### config.mk
export PLATFORM = sky130hd
export DESIGN_NAME = infix_expression_evaluator_flat
export DESIGN_NICKNAME = d
export VERILOG_FILES = /design/src/iee_pkg.sv /design/src/iee_if.sv /design/src/iee_divider.sv /design/src/infix_expression_evaluator.sv /design/src/flat_wrapper.sv
export VERILOG_INCLUDE_DIRS = /design/src /design/src/src
export SDC_FILE = /design/constraint.sdc
export NUM_CORES = 2
export LEC_CHECK = 0
export ABC_AREA = 1
export BUFFER_PORTS_ARGS = -buffer_cell sky130_fd_sc_hd__buf_2
export CORE_MARGIN = 2
export CORE_UTILIZATION = 40
export DETAILED_ROUTE_END_ITERATION = 6
export SYNTH_ARGS = -nofsm -noshare
export SYNTH_HDL_FRONTEND = slang
export SYNTH_SLANG_ARGS = --single-unit
### constraint.sdc
create_clock -name clock -period 14.23 [get_ports clock]
set_clock_uncertainty 0.1 [all_clocks]
set_input_delay 0 -clock clock [delete_from_list [all_inputs] [get_ports clock]]
set_output_delay 0 -clock clock [all_outputs]
set_load 0.1 [all_outputs]
### src/infix_expression_evaluator_macros.svh
// Assertion macros used by the evaluator's top-level RTL file.
// No dependencies.
`ifndef INFIX_EXPRESSION_EVALUATOR_MACROS_SVH
`define INFIX_EXPRESSION_EVALUATOR_MACROS_SVH
// implication checked at every clock, reset disables
`define IEE_ASSERT_IMPL(label, clk, rst, ante, cons, msg) \
   label: assert property (@(posedge clk) disable iff (rst) (ante) |-> (cons)) else $error(msg);
// next-cycle implication
`define IEE_ASSERT_NEXT(label, clk, rst, ante, cons, msg) \
   label: assert property (@(posedge clk) disable iff (rst) (ante) |=> (cons)) else $error(msg);
`endif

### src/iee_pkg.sv
// Types and constants of the infix expression evaluator.
// No dependencies.
package iee_pkg;
   localparam logic [2:0] KIND_NUMBER = 3'd0;
   localparam logic [2:0] KIND_OPERATOR = 3'd1;
   localparam logic [2:0] KIND_LPAREN = 3'd2;
   localparam logic [2:0] KIND_RPAREN = 3'd3;
   localparam logic [2:0] KIND_END = 3'd4;

   localparam logic [2:0] OP_ADD = 3'd0;
   localparam logic [2:0] OP_SUB = 3'd1;
   localparam logic [2:0] OP_MUL = 3'd2;
   localparam logic [2:0] OP_DIV = 3'd3;
   localparam logic [2:0] OP_LPAREN = 3'd4;

   localparam logic [2:0] ST_OK = 3'd0;
   localparam logic [2:0] ST_MALFORMED = 3'd1;
   localparam logic [2:0] ST_OVERFLOW = 3'd2;
   localparam logic [2:0] ST_DIVZERO = 3'd3;
   localparam logic [2:0] ST_SATURATED = 3'd4;

   typedef struct packed {
      logic [2:0] token_kind;
      logic [1:0] operator_code;
      logic [30:0] number_value;
   } req_type;

   typedef struct packed {
      logic signed [31:0] result_value;
      logic [2:0] status;
   } rsp_type;

   // divider control
   typedef struct packed {
      logic start;
      logic [63:0] dividend;
      logic [31:0] divisor;
   } div_cmd_type;

   typedef struct packed {
      logic done;
      logic [63:0] quotient;
   } div_res_type;
endpackage

### src/iee_if.sv
// Valid/ready channel interface carrying a payload type.
// No dependencies; the payload type is a parameter.
interface iee_if #(parameter type payload_type = logic) (input logic clock);
   logic valid;
   logic ready;
   payload_type payload;
   modport source (output valid, output payload, input ready);
   modport sink (input valid, input payload, output ready);
endinterface

### src/iee_divider.sv
// Radix-2 restoring divider of a 64-bit magnitude by a 32-bit magnitude.
// Depends on iee_pkg.
module iee_divider (
   input logic clock,
   input logic reset,
   input iee_pkg::div_cmd_type cmd,
   output iee_pkg::div_res_type res
);
   logic [63:0] quot_ff, quot_in;
   logic [31:0] rem_ff, rem_in;
   logic [31:0] dvs_ff, dvs_in;
   logic [6:0] count_ff, count_in;
   logic busy_ff, busy_in;
   logic done_ff, done_in;
   logic [32:0] trial;

   always_comb begin
      quot_in = quot_ff;
      rem_in = rem_ff;
      dvs_in = dvs_ff;
      count_in = count_ff;
      busy_in = busy_ff;
      done_in = 1'b0;
      trial = {rem_ff, quot_ff[63]} - {1'b0, dvs_ff};
      if (cmd.start) begin
         quot_in = cmd.dividend;
         rem_in = '0;
         dvs_in = cmd.divisor;
         count_in = 7'd0;
         busy_in = 1'b1;
      end else if (busy_ff) begin
         // shift in one dividend bit, keep the difference when it fits
         // (the divisor never exceeds 2^31, so the remainder fits 32 bits)
         if (!trial[32]) begin
            rem_in = trial[31:0];
            quot_in = {quot_ff[62:0], 1'b1};
         end else begin
            rem_in = {rem_ff[30:0], quot_ff[63]};
            quot_in = {quot_ff[62:0], 1'b0};
         end
         count_in = count_ff + 7'd1;
         if (count_ff == 7'd63) begin
            busy_in = 1'b0;
            done_in = 1'b1;
         end
      end
   end

   always_ff @(posedge clock) begin
      if (reset) begin
         busy_ff <= 1'b0;
         done_ff <= 1'b0;
         count_ff <= '0;
      end else begin
         busy_ff <= busy_in;
         done_ff <= done_in;
         count_ff <= count_in;
      end
      quot_ff <= quot_in;
      rem_ff <= rem_in;
      dvs_ff <= dvs_in;
   end

   assign res.done = done_ff;
   assign res.quotient = quot_ff;
endmodule

### src/infix_expression_evaluator.sv
// Top level of the infix expression evaluator.
// Depends on iee_pkg, iee_if, iee_divider and the macros header.
//
//   channel  direction  payload                                   handshake
//   req      in         token_kind, operator_code, number_value   valid/ready
//   rsp      out        result_value, status                      valid/ready
//
// A number, left parenthesis or ignored token passes through dispatch only; an operator
// or right parenthesis also reads and decides on the top operator, and an end token then
// reads the result and emits it; each reduction reads operands and operator, computes and
// writes back. A multiply also passes through the wait state, a division waits there on the radix-2 divider.
// Reset clears the stack pointers, error status and output valid; memories stay undefined.
// A result waits in the output register; later tokens are taken, a second end token holds.
`include "infix_expression_evaluator_macros.svh"
module infix_expression_evaluator #(
   parameter int STACK_DEPTH = 16,
   parameter int FRACTION_BITS = 16
) (
   input logic clock,
   input logic reset,
   iee_if.sink req,
   iee_if.source rsp
);
   localparam int PW = $clog2(STACK_DEPTH);
   localparam int CW = $clog2(STACK_DEPTH + 1);
   localparam logic [CW-1:0] FULL = CW'(STACK_DEPTH);

   localparam logic [3:0] S_IDLE = 4'd0;
   localparam logic [3:0] S_DISPATCH = 4'd1;
   localparam logic [3:0] S_PEEK = 4'd2;
   localparam logic [3:0] S_DECIDE = 4'd3;
   localparam logic [3:0] S_RD_LHS = 4'd4;
   localparam logic [3:0] S_CALC = 4'd5;
   localparam logic [3:0] S_DIVWAIT = 4'd6;
   localparam logic [3:0] S_MULT = 4'd7;
   localparam logic [3:0] S_FINISH = 4'd8;
   localparam logic [3:0] S_RD_RESULT = 4'd9;
   localparam logic [3:0] S_EMIT = 4'd10;

   // stack memories, one synchronous read port each
   logic [31:0] vmem [STACK_DEPTH];
   logic [2:0] omem [STACK_DEPTH];
   logic [31:0] vrd_ff;
   logic [2:0] ord_ff;
   logic [PW-1:0] vra, ora, vwa, owa;
   logic vwe, owe;
   logic [31:0] vwd;
   logic [2:0] owd;

   logic [3:0] state_ff, state_in;
   logic [CW-1:0] vtop_ff, vtop_in, otop_ff, otop_in;
   logic [2:0] err_ff, err_in;
   iee_pkg::req_type tok_ff, tok_in;
   logic signed [31:0] rhs_ff, rhs_in, lhs_ff, lhs_in;
   logic [2:0] op_ff, op_in;
   logic [63:0] prod_ff, prod_in;
   logic [31:0] res_ff, res_in;
   logic rsp_valid_ff, rsp_valid_in;
   iee_pkg::rsp_type rsp_ff, rsp_in;
   iee_pkg::div_cmd_type dcmd;
   iee_pkg::div_res_type dres;

   logic hard;
   logic [31:0] mag_l, mag_r;
   logic neg;
   logic signed [32:0] sum;
   logic [1:0] rank_top, rank_code;

   function automatic logic [2:0] flag_err(input logic [2:0] cur, input logic [2:0] code);
      flag_err = (cur == iee_pkg::ST_MALFORMED || cur == iee_pkg::ST_OVERFLOW ||
                  cur == iee_pkg::ST_DIVZERO) ? cur : code;
   endfunction

   function automatic logic [1:0] rank_of(input logic [2:0] op);
      case (op)
         iee_pkg::OP_MUL, iee_pkg::OP_DIV: rank_of = 2'd2;
         iee_pkg::OP_ADD, iee_pkg::OP_SUB: rank_of = 2'd1;
         default: rank_of = 2'd0;
      endcase
   endfunction

   // saturate a magnitude with sign applied
   function automatic logic [32:0] sclamp(input logic [63:0] mag, input logic n);
      logic [32:0] r;
      if (n) begin
         if (mag > 64'h8000_0000) r = {1'b1, 32'h8000_0000};
         else r = {1'b0, 32'(-mag)};
      end else begin
         if (mag > 64'h7FFF_FFFF) r = {1'b1, 32'h7FFF_FFFF};
         else r = {1'b0, mag[31:0]};
      end
      sclamp = r;
   endfunction

   iee_divider u_div (.clock(clock), .reset(reset), .cmd(dcmd), .res(dres));

   always_ff @(posedge clock) begin
      if (vwe) vmem[vwa] <= vwd;
      if (owe) omem[owa] <= owd;
      vrd_ff <= vmem[vra];
      ord_ff <= omem[ora];
   end

   assign hard = err_ff == iee_pkg::ST_MALFORMED || err_ff == iee_pkg::ST_OVERFLOW ||
                 err_ff == iee_pkg::ST_DIVZERO;
   assign mag_l = lhs_ff[31] ? 32'(-lhs_ff) : 32'(lhs_ff);
   assign mag_r = rhs_ff[31] ? 32'(-rhs_ff) : 32'(rhs_ff);
   assign neg = lhs_ff[31] != rhs_ff[31];
   assign rank_top = rank_of(ord_ff);
   assign rank_code = rank_of({1'b0, tok_ff.operator_code});
   assign req.ready = state_ff == S_IDLE;
   assign rsp.valid = rsp_valid_ff;
   assign rsp.payload = rsp_ff;

   always_comb begin
      logic [32:0] c;
      state_in = state_ff;
      vtop_in = vtop_ff;
      otop_in = otop_ff;
      err_in = err_ff;
      tok_in = tok_ff;
      rhs_in = rhs_ff;
      lhs_in = lhs_ff;
      op_in = op_ff;
      prod_in = prod_ff;
      res_in = res_ff;
      rsp_valid_in = rsp_valid_ff;
      rsp_in = rsp_ff;
      vra = PW'(vtop_ff - CW'(1));
      ora = PW'(otop_ff - CW'(1));
      vwe = 1'b0;
      owe = 1'b0;
      vwa = PW'(vtop_ff);
      owa = PW'(otop_ff);
      vwd = {1'b0, tok_ff.number_value};
      owd = iee_pkg::OP_LPAREN;
      dcmd = '0;
      c = '0;
      if (rsp_valid_ff && rsp.ready) rsp_valid_in = 1'b0;
      case (state_ff)
         S_IDLE: begin
            if (req.valid) begin
               tok_in = req.payload;
               state_in = S_DISPATCH;
            end
         end
         S_DISPATCH: begin
            // push a number or left parenthesis; operators, right parentheses and end go to the top-operator read
            state_in = S_IDLE;
            if (tok_ff.token_kind == iee_pkg::KIND_END) state_in = S_PEEK;
            else if (!hard) begin
               case (tok_ff.token_kind)
                  iee_pkg::KIND_NUMBER: begin
                     if (vtop_ff >= FULL) err_in = flag_err(err_ff, iee_pkg::ST_OVERFLOW);
                     else begin
                        vwe = 1'b1;
                        vtop_in = vtop_ff + CW'(1);
                     end
                  end
                  iee_pkg::KIND_LPAREN: begin
                     if (otop_ff >= FULL) err_in = flag_err(err_ff, iee_pkg::ST_OVERFLOW);
                     else begin
                        owe = 1'b1;
                        otop_in = otop_ff + CW'(1);
                     end
                  end
                  iee_pkg::KIND_OPERATOR, iee_pkg::KIND_RPAREN: state_in = S_PEEK;
                  default: state_in = S_IDLE;
               endcase
            end
         end
         S_PEEK: begin
            // top operator address issued, data next cycle
            state_in = S_DECIDE;
         end
         S_DECIDE: begin
            state_in = S_IDLE;
            case (tok_ff.token_kind)
               iee_pkg::KIND_END: begin
                  if (hard) state_in = S_EMIT;
                  else if (otop_ff == '0) state_in = S_RD_RESULT;
                  else if (ord_ff == iee_pkg::OP_LPAREN) begin
                     err_in = flag_err(err_ff, iee_pkg::ST_MALFORMED);
                     state_in = S_EMIT;
                  end else state_in = S_RD_LHS;
               end
               iee_pkg::KIND_OPERATOR: begin
                  if (otop_ff != '0 && ord_ff != iee_pkg::OP_LPAREN && rank_top >= rank_code)
                     state_in = S_RD_LHS;
                  else if (otop_ff >= FULL) err_in = flag_err(err_ff, iee_pkg::ST_OVERFLOW);
                  else begin
                     owe = 1'b1;
                     owd = {1'b0, tok_ff.operator_code};
                     otop_in = otop_ff + CW'(1);
                  end
               end
               default: begin
                  if (otop_ff == '0) err_in = flag_err(err_ff, iee_pkg::ST_MALFORMED);
                  else if (ord_ff == iee_pkg::OP_LPAREN) otop_in = otop_ff - CW'(1);
                  else state_in = S_RD_LHS;
               end
            endcase
            // value top read issued here for the right operand
            op_in = ord_ff;
         end
         S_RD_LHS: begin
            if (vtop_ff < CW'(2)) begin
               err_in = flag_err(err_ff, iee_pkg::ST_MALFORMED);
               state_in = tok_ff.token_kind == iee_pkg::KIND_END ? S_EMIT : S_IDLE;
            end else begin
               rhs_in = vrd_ff;
               vra = PW'(vtop_ff - CW'(2));
               otop_in = otop_ff - CW'(1);
               state_in = S_CALC;
            end
         end
         S_CALC: begin
            lhs_in = vrd_ff;
            state_in = S_MULT;
         end
         S_MULT: begin
            // operands registered: start the operation
            state_in = S_FINISH;
            case (op_ff)
               iee_pkg::OP_ADD: begin
                  sum = 33'(lhs_ff) + 33'(rhs_ff);
                  if (sum[32] != sum[31]) begin
                     res_in = sum[32] ? 32'h8000_0000 : 32'h7FFF_FFFF;
                     if (err_ff == iee_pkg::ST_OK) err_in = iee_pkg::ST_SATURATED;
                  end else res_in = sum[31:0];
               end
               iee_pkg::OP_SUB: begin
                  sum = 33'(lhs_ff) - 33'(rhs_ff);
                  if (sum[32] != sum[31]) begin
                     res_in = sum[32] ? 32'h8000_0000 : 32'h7FFF_FFFF;
                     if (err_ff == iee_pkg::ST_OK) err_in = iee_pkg::ST_SATURATED;
                  end else res_in = sum[31:0];
               end
               iee_pkg::OP_MUL: begin
                  prod_in = 64'(mag_l) * 64'(mag_r);
                  state_in = S_DIVWAIT;
               end
               default: begin
                  if (rhs_ff == '0) begin
                     err_in = flag_err(err_ff, iee_pkg::ST_DIVZERO);
                     state_in = tok_ff.token_kind == iee_pkg::KIND_END ? S_EMIT : S_IDLE;
                  end else begin
                     dcmd.start = 1'b1;
                     dcmd.dividend = 64'(mag_l) << FRACTION_BITS;
                     dcmd.divisor = mag_r;
                     state_in = S_DIVWAIT;
                  end
               end
            endcase
            if (op_ff != iee_pkg::OP_ADD && op_ff != iee_pkg::OP_SUB) sum = '0;
         end
         S_DIVWAIT: begin
            if (op_ff == iee_pkg::OP_MUL) c = sclamp(prod_ff >> FRACTION_BITS, neg);
            else c = sclamp(dres.quotient, neg);
            if (op_ff == iee_pkg::OP_MUL || dres.done) begin
               res_in = c[31:0];
               if (c[32] && err_ff == iee_pkg::ST_OK) err_in = iee_pkg::ST_SATURATED;
               state_in = S_FINISH;
            end
         end
         S_FINISH: begin
            // write back over the left operand, drop the right one
            vwe = 1'b1;
            vwa = PW'(vtop_ff - CW'(2));
            vwd = res_ff;
            vtop_in = vtop_ff - CW'(1);
            state_in = S_PEEK;
         end
         S_RD_RESULT: begin
            vra = '0;
            if (vtop_ff != CW'(1)) begin
               err_in = flag_err(err_ff, iee_pkg::ST_MALFORMED);
               state_in = S_EMIT;
            end else begin
               state_in = S_EMIT;
            end
         end
         S_EMIT: begin
            // wait for the output register to be free
            if (!rsp_valid_ff || rsp.ready) begin
               rsp_valid_in = 1'b1;
               rsp_in.status = err_ff;
               rsp_in.result_value = hard ? '0 : vrd_ff;
               vtop_in = '0;
               otop_in = '0;
               err_in = iee_pkg::ST_OK;
               state_in = S_IDLE;
            end
         end
         default: state_in = S_IDLE;
      endcase
      if (state_ff != S_MULT) sum = '0;
   end

   always_ff @(posedge clock) begin
      if (reset) begin
         state_ff <= S_IDLE;
         vtop_ff <= '0;
         otop_ff <= '0;
         err_ff <= iee_pkg::ST_OK;
         rsp_valid_ff <= 1'b0;
      end else begin
         state_ff <= state_in;
         vtop_ff <= vtop_in;
         otop_ff <= otop_in;
         err_ff <= err_in;
         rsp_valid_ff <= rsp_valid_in;
      end
      tok_ff <= tok_in;
      rhs_ff <= rhs_in;
      lhs_ff <= lhs_in;
      op_ff <= op_in;
      prod_ff <= prod_in;
      res_ff <= res_in;
      rsp_ff <= rsp_in;
   end

   `IEE_ASSERT_IMPL(a_vtop_range, clock, reset, 1'b1, vtop_ff <= FULL, "value stack overrun")
   `IEE_ASSERT_IMPL(a_otop_range, clock, reset, 1'b1, otop_ff <= FULL, "operator stack overrun")
   `IEE_ASSERT_NEXT(a_emit_clears, clock, reset, state_ff == S_EMIT && state_in == S_IDLE, rsp_valid_ff && vtop_ff == '0 && err_ff == iee_pkg::ST_OK, "end transaction did not clear stacks")
endmodule

### src/flat_wrapper.sv
// flat-port wrapper written by rule: the top's interface ports become plain ports
module infix_expression_evaluator_flat 
#(
   parameter int STACK_DEPTH = 16,
   parameter int FRACTION_BITS = 16
)
  (clock, reset, req_valid, req_payload, req_ready, rsp_valid, rsp_payload, rsp_ready);
  iee_if #(.payload_type(iee_pkg::req_type)) req_i (.clock(clock));
  iee_if #(.payload_type(iee_pkg::rsp_type)) rsp_i (.clock(clock));
  input logic clock;
  input logic reset;
  input wire logic [$bits(req_i.valid)-1:0] req_valid;
  input wire logic [$bits(req_i.payload)-1:0] req_payload;
  output wire logic [$bits(req_i.ready)-1:0] req_ready;
  output wire logic [$bits(rsp_i.valid)-1:0] rsp_valid;
  output wire logic [$bits(rsp_i.payload)-1:0] rsp_payload;
  input wire logic [$bits(rsp_i.ready)-1:0] rsp_ready;
  assign req_i.valid = req_valid;
  assign req_i.payload = req_payload;
  assign req_ready = req_i.ready;
  assign rsp_valid = rsp_i.valid;
  assign rsp_payload = rsp_i.payload;
  assign rsp_i.ready = rsp_ready;
  infix_expression_evaluator #(.STACK_DEPTH(STACK_DEPTH), .FRACTION_BITS(FRACTION_BITS)) u_core (.clock(clock), .reset(reset), .req(req_i), .rsp(rsp_i));
endmodule
== After elaboration in Yosys (flattened, before gate mapping) ==
Memory sizes are Yosys's and may differ from the RTL's. A register that Yosys moved wholly into a read port is not among the register bits.
Index checks and enable logic that the tools add are counted.
Word-level totals
  register bits after elaboration: 389
  latch bits: 0
  memory bits (writable): 560
  memory bits (read-only): 0
  output and inout bits: 37
  logic and storage cells: 270
  memories kept: 2
Operators by class
  add/subtract/negate cells: 13
  multipliers: 1
  div/mod/pow operators: 0
  order comparisons: 8
  eq/ne operators: 63
  shift-type cells: 0
  multiplexer cells: 117
  bitwise logic cells: 3
  reduce and logical (&&, ||, !) cells: 42
Memories
  u_core.vmem: words 16, bits a word 32, rd ports 1, clocked after Yosys merged registers in 1, wr ports 1, line infix_expression_evaluator.sv:41  | logic [31:0] vmem [STACK_DEPTH];
  u_core.omem: words 16, bits a word 3, rd ports 1, clocked after Yosys merged registers in 1, wr ports 1, line infix_expression_evaluator.sv:42  | logic [2:0] omem [STACK_DEPTH];
Operator list (count)
  $mux W97: 3
  $mux W32: 9
  $mux W33: 8
  $mux W64: 2
  $neg A32 Y32: 4
  $pmux W32 S2: 2
  $mux W3: 28
  $mux W5: 13
  $gt A64 B31 Y1 const B: 1
  $gt A64 B32 Y1 const B: 1
  $mul A32 B32 Y64: 1
  $mux W4: 14
  $gt A48 B31 Y1 const B: 1
  $gt A48 B32 Y1 const B: 1
  $pmux W4 S11: 1
  $add A32 B32 Y33: 1
  $sub A32 B32 Y33: 1
  $sub A33 B32 Y33: 1
  $logic_not A32 Y1: 1
  $pmux W4 S2: 3
  $reduce_and A23 Y1: 1
  $mux W1: 22
  $eq A3 B2 Y1 const B: 7
  $ne A3 B2 Y1 const B: 7
  54 further kinds: 114

== Logic depth before layout (Yosys ltp) ==
  depth after elaboration: 10
  gate-level depth with buffers: 45
  gate-level depth less buffers: 43

== By module ==
From an unflattened synthesis, not the netlist that was laid out.
Second synthesis, totals
  cells, all modules: 9429
  area total of the unflattened synthesis: 82352.7 sq um
Modules (own cells, without submodules)
  infix_expression_evaluator: times used 1, cells each 8243, area an instance 74072.3 sq um, seq. area each 24423.4 sq um
  iee_divider: times used 1, cells each 1186, area an instance 8280.4 sq um, seq. area each 3703.6 sq um

== Least setup slack after synthesis ==
OpenSTA, ideal clock, no wires.
  kind: register -> register
  start: reg u_core.lhs_ff[0]
  end: reg u_core.prod_ff[46] (data pin)
  library setup time: 0.256 ns
  arrival time: 8.398 ns
  required time: 13.874 ns
  setup slack: 5.476 ns
  stages on the path, launching flop included: 42
  path buffers: 3
  period minus slack after synthesis: 8.754 ns
  cell sequence: edfxtp_1 > buf_2 > inv_1 > clkbuf_1 > ha_1 > inv_2 > nor3_1 > inv_1 > nor2_1 > nand2_1 > o21ai_1 > xor2_1 > clkbuf_1 > nor2_1 > fa_1 > fa_1 > fa_1 > inv_1 > [... 6 more ...] > fa_1 > inv_1 > fa_1 > inv_1 > ha_1 > nand2_1 > nor2_1 > inv_1 > nor2_1 > nand3_1 > o21ai_1 > nand2_1 > nand2_1 > inv_1 > nor2_1 > nor2_1 > nand2_1 > nand2_1
Between the ends
  cells in the longest elaborated chain, start to end: 3
Ends and longest elaborated chain
  from (decl): line infix_expression_evaluator.sv:54  | logic signed [31:0] rhs_ff, rhs_in, lhs_ff, lhs_in;
  from (signal assigned): line infix_expression_evaluator.sv:316  | lhs_ff <= lhs_in;
  $neg A32 Y32: line infix_expression_evaluator.sv:106  | assign mag_l = lhs_ff[31] ? 32'(-lhs_ff) : 32'(lhs_ff);
  $mux W32 (*): line infix_expression_evaluator.sv:106
  $mul A32 B32 Y64 (*): line infix_expression_evaluator.sv:240  | prod_in = 64'(mag_l) * 64'(mag_r);
  to (signal assigned): line infix_expression_evaluator.sv:318  | prod_ff <= prod_in;
  to (decl): line infix_expression_evaluator.sv:56  | logic [63:0] prod_ff, prod_in;
Every way passes the cells marked *; elsewhere a longest branch is shown, timed or not.
A chain may end at the register's enable or synchronous reset.

== Worst setup path in the final report ==
  start: reg u_core.rhs_ff[0]
  end: reg u_core.prod_ff[52] (data pin)
Between the ends
  cells in the longest elaborated chain, start to end: 3
Ends and longest elaborated chain
  from (decl): line infix_expression_evaluator.sv:54
  from (signal assigned): line infix_expression_evaluator.sv:315  | rhs_ff <= rhs_in;
  $neg A32 Y32: line infix_expression_evaluator.sv:107  | assign mag_r = rhs_ff[31] ? 32'(-rhs_ff) : 32'(rhs_ff);
  $mux W32 (*): line infix_expression_evaluator.sv:107
  $mul A32 B32 Y64 (*): line infix_expression_evaluator.sv:240
Marks and branches as above.

==> impl_metrics.ini <==
[run_status]
outcome = complete, but fails checks
violations = design-rule violations

[sta]
worstMarginPinSlew_ns = 1.21
period_minus_slack_ns = 10.71
finalHoldViolCount = 0
fin_crit_sh = 0.753
tns_ns = 0
rsz0062_at_grt = false
fmax_mhz = 93.4
worst_hold_slack_ns = 0.142
setup_viol = 0
max-slew-margin-rel = 0.190
finalMaxSlewViolations = 0
finalWorstSetupSlack_ns = 3.52

[drt]
vias = 65821
drtIter0Drc = 6219
drt-met1-wl_um = 118000
antenna_violating_nets_post_route = 0
highest_layer = met5
drc = 1
post_drt_via_cell_ratio = 5.50
first_pass_iters = 7
wire_per_inst_um = 25.5
finalWirelength_um = 306000
dr_wl_met3_um = 21200
met2WireLength_um = 147000

[critical_path]
critPathMaxFanout = 29
crit_required_ns = 14.61
cp_common_cell = fa_1
cp-end-kind = flip-flop
cpPeakStageDelay_ns = 0.57
path_class = reg2reg
cp.arrival_ns = 11.10
ff2ff_setup_slack_ns = 3.52
cp_slowest_cell = fa_1
cp-start-kind = flip-flop

[power]
finalPower_mw = 10.0
ir_drop_uv = 124
power_density_nw_per_um2 = 112
total_leakage_power_nw = 39.9

[place]
place_ws_ns = 3.71
port_buffers = 76
dp.cells = 11690
gp_congestion = 1.00
place_area_sq_um = 85000
dpl.hpwl_um = 229000

[floorplanning]
dieArea_sq_um = 208000
row_count = 165
fp.dieW_um = 456
io_pins = 77
initial_core_util = 0.403
core_area_sq_um = 203000
die-height_um = 456

[logic_synthesis]
synth_compound_area_frac = 0.0821
ys_ff_latch = 968
synthArstFlopShare = 0
synth_edf_count = 874
synthXorXnorAreaFrac = 0.0231
yosysWarnings = 0
synth.distinct_cells = 66
ys_seq_area_frac = 0.345
avgSynthCellArea_sq_um = 8.89
netlist_area_sq_um = 81600
yosys.area_share.simple = 0.175
synth.net_count = 10494
synthAdderAreaFrac = 0.277
synth_top_area_frac = 0.322
syn_inst = 9183
synth_top_family_by_area = adder cells
synth_area_leaders = edfxtp_1 32%, fa_1 22%, nand2_1 7.6%, inv_1 7.5%, nor2_1 6.3%
synthFlopType = edfxtp_1
yosys.area.top_type = edfxtp_1
muxShareOfSynthArea = 0.000736

[run]
maxCapViolations = 0

[clocking]
cts_buffers = 104
clk_latency_ns = 0.77
cts_sinks = 968
cts_resized = 0
clk_pin_slew_worst_paths_ns = 0.07
cts_tree = built
cts_buffer_depth = 3
cts.htree.levels = 3
root_buffer = clkbuf_16

[global_routing]
grt_pass1_vias = 66969
antenna_found_initial = 10
grt_max_degree = 112
grt_overflow_total = 0
grt_usage = 0.290
grt_pass1_wl_um = 446000

[cells_and_area]
fillCellCount = 19843
finalCoreUtilization = 0.442
ff_latch_area_sq_um = 28100
multi_input_area_sq_um = 45900
drive_above_1_share = 0.0568
final_cells = 11975
stdcell_area_sq_um = 89500
syn_to_final_growth_pct = 9.60
final_nets = 10513

[min_path]
hp-class = in2reg
-- critical path: cells and delay by family (launching register included) --
| family | cells | cell delay, ns |
|---|---|---|
| AND/OR/NAND/NOR | 9 | 1.81 |
| flip-flops | 1 | 0.35 |
| AO/OA/AOI/OAI | 5 | 1.58 |
| buffers and inverters | 8 | 1.47 |
| XOR/XNOR | 2 | 0.30 |
| adder cells (fa/ha/maj) | 10 | 4.75 |
-- layer usage --
metal | track usage | up-vias
li1 | - | 29095
met1 | 0.359 | 33108
met2 | 0.490 | 2804
met3 | 0.0434 | 804
met4 | 0.154 | 10
met5 | 0 | -
-- flip-flops by register name, indices dropped and copies added, names as in the netlist, 7 cells and up --
register,count
u_core.u_div.quot_ff,64
u_core.u_div.dvs_ff,32
u_core.u_div.count_ff,7
u_core.res_ff,32
u_core.u_div.rem_ff,32
u_core.omem,48
u_core.prod_ff,48
u_core.vrd_ff,32
u_core.tok_ff,36
u_core.lhs_ff,32
u_core.rsp.payload,35
u_core.vmem,512
u_core.rhs_ff,32
-- path summary, 6_finish.rpt --
path	start	endpoint	cells after the start
worst max-delay path	u_core.rhs_ff[0]	u_core.prod_ff[52]	34
worst min-delay path	reset	u_core.u_div.busy_ff	3
worst max register to register	u_core.rhs_ff[0]	u_core.prod_ff[52]	34
worst min register to register	u_core.u_div.rem_ff[27]	u_core.u_div.rem_ff[27]	2
-- layout by cell type, fill, tap and decap left out, types with 48 or more instances in the layout --
cell type	count
a21oi_1	256
buf_2	76
buf_4	129
clkbuf_16	105
dfxtp_1	94
dlygate4sd3_1	78
edfxtp_1	874
fa_1	898
ha_1	373
inv_1	1622
nand2_1	1649
nand3_1	282
nand4_1	48
nor2_1	1345
nor3_1	74
o211ai_1	54
o21ai_0	433
o21ai_1	83
o221ai_1	113
o22ai_1	59
xor2_1	169
-- final cells by class --
cell class,instances,area share
flip-flops and latches,968,0.314
diodes,9,0.000252
repair buffers,283,0.0238
multi-input cells,6177,0.513
clock buffers,137,0.0323
clock inverters,61,0.00884
inverters,1668,0.0701
well taps,2672,0.0374
-- power breakdown --
part / switching (mW) / internal, mW / leakage (nW) / total, mW
clock network: 1.25 / 1.68 / 1.78 / 2.93
registers: 0.152 / 3.35 / 8.73 / 3.50
logic: 2.56 / 1.04 / 29.4 / 3.61
-- repair_timing --
action | CTS | global route
setup buffers | 0 | 0
hold buffers | 78 | 0
setup endpoints to repair | 0 | 0
endpoints found under the hold margin | 94 | 0
-- synth_stat cells, types with 33 or more instances --
library cell,number
xor2_1,177
nand4_1,48
nand2_1,1649
o221ai_1,113
inv_1,1625
xnor2_1,33
edfxtp_1,874
o21ai_1,87
nand3_1,282
o22ai_1,59
dfxtp_1,94
buf_2,145
clkbuf_1,186
fa_1,898
nor3_1,74
nor2_1,1370
a21oi_1,256
o211ai_1,54
o21bai_1,37
o21ai_0,435
ha_1,373
-- cell families (layout without fill, tap and decap cells) --
kind of cell               after synthesis  in the layout
AOI/OAI and AO/OA                     1140           1140
xor gates and xnor gates               212            212
buffers and inverters                 2038           2149
adders and majority gates             1271           1271
other                                    0              9
DFF                                    968            968
and+or+nand+nor                       3548           3548
muxes                                    6              6
(Power assumes the default switching activity.)
